===== config.mk =====
export PLATFORM = sky130hd
export DESIGN_NAME = nll_mul
export DESIGN_NICKNAME = d
export VERILOG_FILES = /design/src/rtl/nll_pkg.sv /design/src/rtl/nll_mul.sv
export SDC_FILE = /design/constraint.sdc
export NUM_CORES = 2
export LEC_CHECK = 0
export BUFFER_PORTS_ARGS = -buffer_cell sky130_fd_sc_hd__clkbuf_2
export CAP_MARGIN = 30
export CELL_PAD_IN_SITES_DETAIL_PLACEMENT = 1
export CELL_PAD_IN_SITES_GLOBAL_PLACEMENT = 2
export CORE_UTILIZATION = 35
export CTS_CLUSTER_SIZE = 30
export DETAILED_ROUTE_END_ITERATION = 10
export PLACE_DENSITY_LB_ADDON = 0.1
export SYNTH_ARGS = -nofsm -noshare
export SYNTH_HDL_FRONTEND = slang
export SYNTH_SLANG_ARGS = --single-unit

===== constraint.sdc =====
create_clock -name clk -period 12.85 [get_ports clk]
set_input_delay 1.9275 -clock clk [delete_from_list [all_inputs] [get_ports clk]]
set_output_delay 1.9275 -clock clk [all_outputs]
set_load 0.02 [all_outputs]

===== src/rtl/nll_pkg.sv =====
// ----------------------------------------------------------------------------
// nll_pkg: shared types, constants and functions of the ladder lowpass
// Q8.24 constants, sequencer states, register indexes, saturating helpers
// and the elaboration-time tanh table generator.
// ----------------------------------------------------------------------------
package nll_pkg;

    localparam int unsigned TANH_TABLE_DEPTH_DEF = 256;
    localparam int unsigned STAGE_COUNT          = 4;

    localparam int unsigned ONE_Q24  = 32'd16777216;
    localparam int unsigned HALF_Q24 = 32'd8388608;
    localparam int unsigned FOUR_Q24 = 32'd67108864;
    localparam int unsigned SPAN_Q24 = 32'd58720256;   // 3.5 = 7 * 2^23

    // ceil(2^32 / 7): exact floor division by 7 for operands below 2^30
    localparam logic [29:0] RECIP7 = 30'd613566757;

    localparam int unsigned MUL_W  = 33;
    localparam int unsigned PROD_W = 66;

    typedef enum logic [1:0] {
        REG_STAGE_GAIN    = 2'd0,
        REG_FEEDBACK_GAIN = 2'd1,
        REG_DRIVE_GAIN    = 2'd2,
        REG_UNUSED        = 2'd3
    } reg_index_t;

    typedef enum logic [3:0] {
        ST_IDLE,
        ST_X,
        ST_ST0,
        ST_ACC,
        ST_SVK,
        ST_W3,
        ST_DONE,
        ST_SAT_A,
        ST_SAT_D,
        ST_SAT_I,
        ST_SAT_F,
        ST_SAT_R
    } state_t;

    // saturate a 34-bit signed value to 32 bits
    function automatic logic signed [31:0] sat32(input logic signed [33:0] v);
        logic signed [31:0] r;
        if (v > 34'sh0_7FFF_FFFF)
            r = 32'sh7FFF_FFFF;
        else if (v < -34'sh0_8000_0000)
            r = 32'sh8000_0000;
        else
            r = v[31:0];
        return r;
    endfunction

    // Q8.24 product: floor shift by 24, then saturate
    function automatic logic signed [31:0] mulq(input logic signed [PROD_W-1:0] p);
        logic signed [PROD_W-1:0] s;
        logic signed [31:0] r;
        s = p >>> 24;
        if (s > 66'sh7FFF_FFFF)
            r = 32'sh7FFF_FFFF;
        else if (s < -66'sh8000_0000)
            r = 32'sh8000_0000;
        else
            r = s[31:0];
        return r;
    endfunction

    function automatic longint unsigned mul_q28(input longint unsigned a,
                                                input longint unsigned b);
        longint unsigned mask;
        mask = (64'd1 << 28) - 64'd1;
        return (a >> 28) * b + (((a & mask) * b) >> 28);
    endfunction

    // long division of constants, evaluated at elaboration only
    function automatic longint unsigned const_udiv(input longint unsigned n,
                                                   input longint unsigned d);
        longint unsigned q;
        longint unsigned r;
        q = 64'd0;
        r = 64'd0;
        for (int b = 63; b >= 0; b--)
        begin
            r = (r << 1) | ((n >> b) & 64'd1);
            if (r >= d)
            begin
                r = r - d;
                q = q | (64'd1 << b);
            end
        end
        return q;
    endfunction

    // tanh table entry i, evaluated at elaboration only
    function automatic logic [31:0] tanh_entry(input int unsigned i,
                                               input int unsigned depth);
        longint unsigned off;
        longint unsigned y;
        longint unsigned whole;
        longint unsigned f;
        longint unsigned term;
        longint unsigned e;
        longint unsigned dv;
        longint unsigned q;
        off   = const_udiv(64'(i) * 64'(SPAN_Q24), 64'(depth));
        y     = (HALF_Q24 + off) * 64'd2;
        whole = y >> 24;
        f     = y & 64'hFF_FFFF;
        term  = 64'd1 << 28;
        e     = term;
        for (int j = 1; j <= 14; j++)
        begin
            term = const_udiv((term * f) >> 24, 64'(j));
            e    = e + term;
        end
        for (int j = 0; j < 9; j++)
        begin
            if (j < whole)
                e = mul_q28(e, 64'd729683223);
        end
        dv = e + (64'd1 << 28);
        q  = const_udiv((64'd1 << 53) + (dv >> 1), dv);
        return 32'(longint'(ONE_Q24) - q);
    endfunction

endpackage


===== src/rtl/nll_mul.sv =====
// ----------------------------------------------------------------------------
// nll_mul: shared signed multiplier
// One 33 x 33 signed multiply per cycle into a registered product.
// ----------------------------------------------------------------------------
module nll_mul (
    input  logic                                 clk,
    input  logic                                 en,
    input  logic signed [nll_pkg::MUL_W-1:0]     a,
    input  logic signed [nll_pkg::MUL_W-1:0]     b,
    output logic signed [nll_pkg::PROD_W-1:0]    prod
);

    logic signed [nll_pkg::PROD_W-1:0] prod_reg;

    // hold the product until the next load
    always_ff @(posedge clk)
    begin
        if (en)
            prod_reg <= a * b;
    end

    assign prod = prod_reg;

endmodule

==> results.json <==
{
  "htree_levels": 3,
  "fp.dieArea_mm2": 0.120,
  "core_area_mm2": 0.117,
  "io_buffers": 133,
  "ys_warn_count": 0,
  "slew_headroom_pct": 31.3,
  "synth_area_mm2": 0.0414,
  "finalHoldViolations": 0,
  "cts_buffers": 9,
  "n_fill_cell": 13400,
  "crit_path_start": "b[9]",
  "finalCriticalPeriod_ps": 9910,
  "ys_types": 80,
  "drv_slew": 0,
  "nNetsFinal": 5740,
  "rsz0062_at_grt": "false",
  "fmax_mhz": 101,
  "first_iter_violations": 1063,
  "grt_pass1_wl_um": 209000,
  "ys.flop_type": "edfxtp_1",
  "ys_ff_latch": 66,
  "multi_input_area_mm2": 0.0343,
  "status": "complete, no violations",
  "start_util_pct": 35.5,
  "die_h_um": 346,
  "largest_reg_flops": 66,
  "setup_violations": 0,
  "slowest_stage": "fa_1",
  "path_depth": 22,
  "dpl_cell_area_mm2": 0.0435,
  "crit_family": "adder cells",
  "async_reset_ff_share_pct": 0,
  "ant_nets": 0,
  "clk_path_buf_depth": 2,
  "syn_to_final_growth_pct": 6.16,
  "crit_top_cell": "fa_1",
  "required_ps": 12950,
  "drv_cap": 0,
  "tightest_slew_ps": 1030,
  "die_x_um": 346,
  "post_cts_resized": 0,
  "pin_count": 134,
  "synth_edf_count": 66,
  "tritoncts": "done",
  "antenna_found_initial": 6,
  "cts_hold_buf": 0,
  "cp_num_buf_inv": 4,
  "start_kind": "input pin",
  "grt_remaining_overflow": 0,
  "tns_ps": 0,
  "yosysSeqAreaShare_pct": 4.79,
  "grt_max_degree": 67,
  "min-delay-start": "en",
  "syn_inst": 4338,
  "syn_nets": 5768,
  "synth_area_per_cell_um2": 9.54,
  "cp_data_arrival_time_ps": 10010,
  "end_kind": "register",
  "cts_sinks": 66,
  "drc": 0,
  "min_path_cells": 1,
  "vias": 28300,
  "worst-setup-path-type": "in2reg",
  "fin_crit_sh_pct": 77.1,
  "gp_congestion": 0.841,
  "cts_root_buffer": "clkbuf_16",
  "register_area_mm2": 0.00198,
  "postCtsSetupBuffers": 0,
  "wirelength_um": 133000,
  "rows": 125,
  "grt.total_usage_pct": 23.1,
  "firstDrtPassIters": 5,
  "crit_path_max_fanout": 33,
  "clk_pin_slew_ps": 60,
  "worstHoldPathType": "in2reg",
  "slowest_delay_ps": 820,
  "routedWlPerCell_um": 22.8,
  "grt_pass1_vias": 33400,
  "viasPerCell": 4.84,
  "drive_gt1_share_pct": 5.42,
  "crit_path_cell_trace": "clkbuf_2 -> nand2_1 -> fa_1 -> fa_1 -> fa_1 -> inv_1 -> fa_1 -> fa_1 -> fa_1 -> fa_1 -> inv_1 -> fa_1 -> inv_1 -> ha_1 -> nand3_1 -> nor2_1 -> nand2_1 -> nor3_1 -> o311ai_4 -> nand3_2 -> a31oi_1 -> xnor2_1",
  "dpl.hpwl_um": 112000,
  "final_area_mm2": 0.0439
}
==> area by class of cell <==
class | instances | share of cell area (%)
diodes | 4 | 0.0228
inverters | 1131 | 9.66
clock buffers | 10 | 0.521
flip-flops and latches | 66 | 4.51
multi-input cells | 2920 | 78.1
repair buffers | 182 | 2.70
well taps | 1524 | 4.34
clock inverters | 6 | 0.154
==> layer usage <==
metal	vias to the layer above	GRT usage [%]	share of wire, %
li1	12300	-	-
met5	-	0	0.019
met2	303	43.5	54
met4	4	4.11	2.0
met3	89	1.51	1.8
met1	15500	29.0	42
==> cell usage in the layout (no fill, tap or decap), types with 8 or more instances in the layout <==
master / n
o21ai_0: 25
clkbuf_16: 9
xnor2_1: 43
nor2_1: 68
a21o_1: 36
nand3_1: 25
nand2_1: 551
o21bai_1: 11
fa_1: 1145
edfxtp_1: 66
nand4_1: 11
clkbuf_2: 132
ha_1: 217
nand2b_1: 12
a31oi_1: 8
inv_1: 1130
and2_1: 562
buf_4: 41
xor2_1: 25
a21oi_1: 57
==> path summary, 6_finish.rpt <==
| kind | end | slack (ps) |
|---|---|---|
| max | prod[60]$_DFFE_PP_ | 2940 |
| min | prod[65]$_DFFE_PP_ | 2210 |
==> cell families (layout without fill, tap and decap cells) <==
kind of cell,after synthesis,after routing,share of synthesized area [%]
adders and majority gates,1362,1362,61.9
DFF,66,66,4.79
xor gates and xnor gates,68,68,1.44
other,0,4,0
and+or+nand+nor,1271,1271,15.5
buffers and inverters,1352,1329,12.3
AOI/OAI and AO/OA,219,219,4.00
==> through the flow <==
step | util, % | setup slack (ps) | hold WS (ps) | cells
2_1_floorplan | - | 3560 | 2040 | 4338
3_3_place_gp | 37.2 | 2380 | 2380 | 5814
3_5_place_dp | 37.3 | 2470 | 2380 | 5818
4_1_cts | 37.6 | 2800 | 2240 | 5834
5_1_grt | 37.7 | 2400 | 2270 | 5839
6_report | 37.7 | 2940 | 2210 | 5843
==> Yosys cell counts (all sizes together), types with 7 or more instances <==
library cell / instances / area [µm²]
clkbuf: 208 / 781
nand3: 26 / 135
nand2: 551 / 2070
o21bai: 11 / 82.6
edfxtp: 66 / 1980
nand2b: 12 / 75.1
xnor2: 43 / 377
a21oi: 61 / 328
buf: 13 / 70.1
and2: 563 / 3520
xor2: 25 / 219
nor2: 68 / 255
o21ai: 33 / 173
nand4: 12 / 81.3
a211oi: 11 / 110
o31ai: 7 / 104
a31oi: 9 / 62.6
nor3: 7 / 35.0
inv: 1131 / 4250
fa: 1145 / 22900
a21o: 38 / 288
ha: 217 / 2720
Power is not shown: default switching activity piles up to over one toggle a cycle in this logic, so the estimate is an artifact.
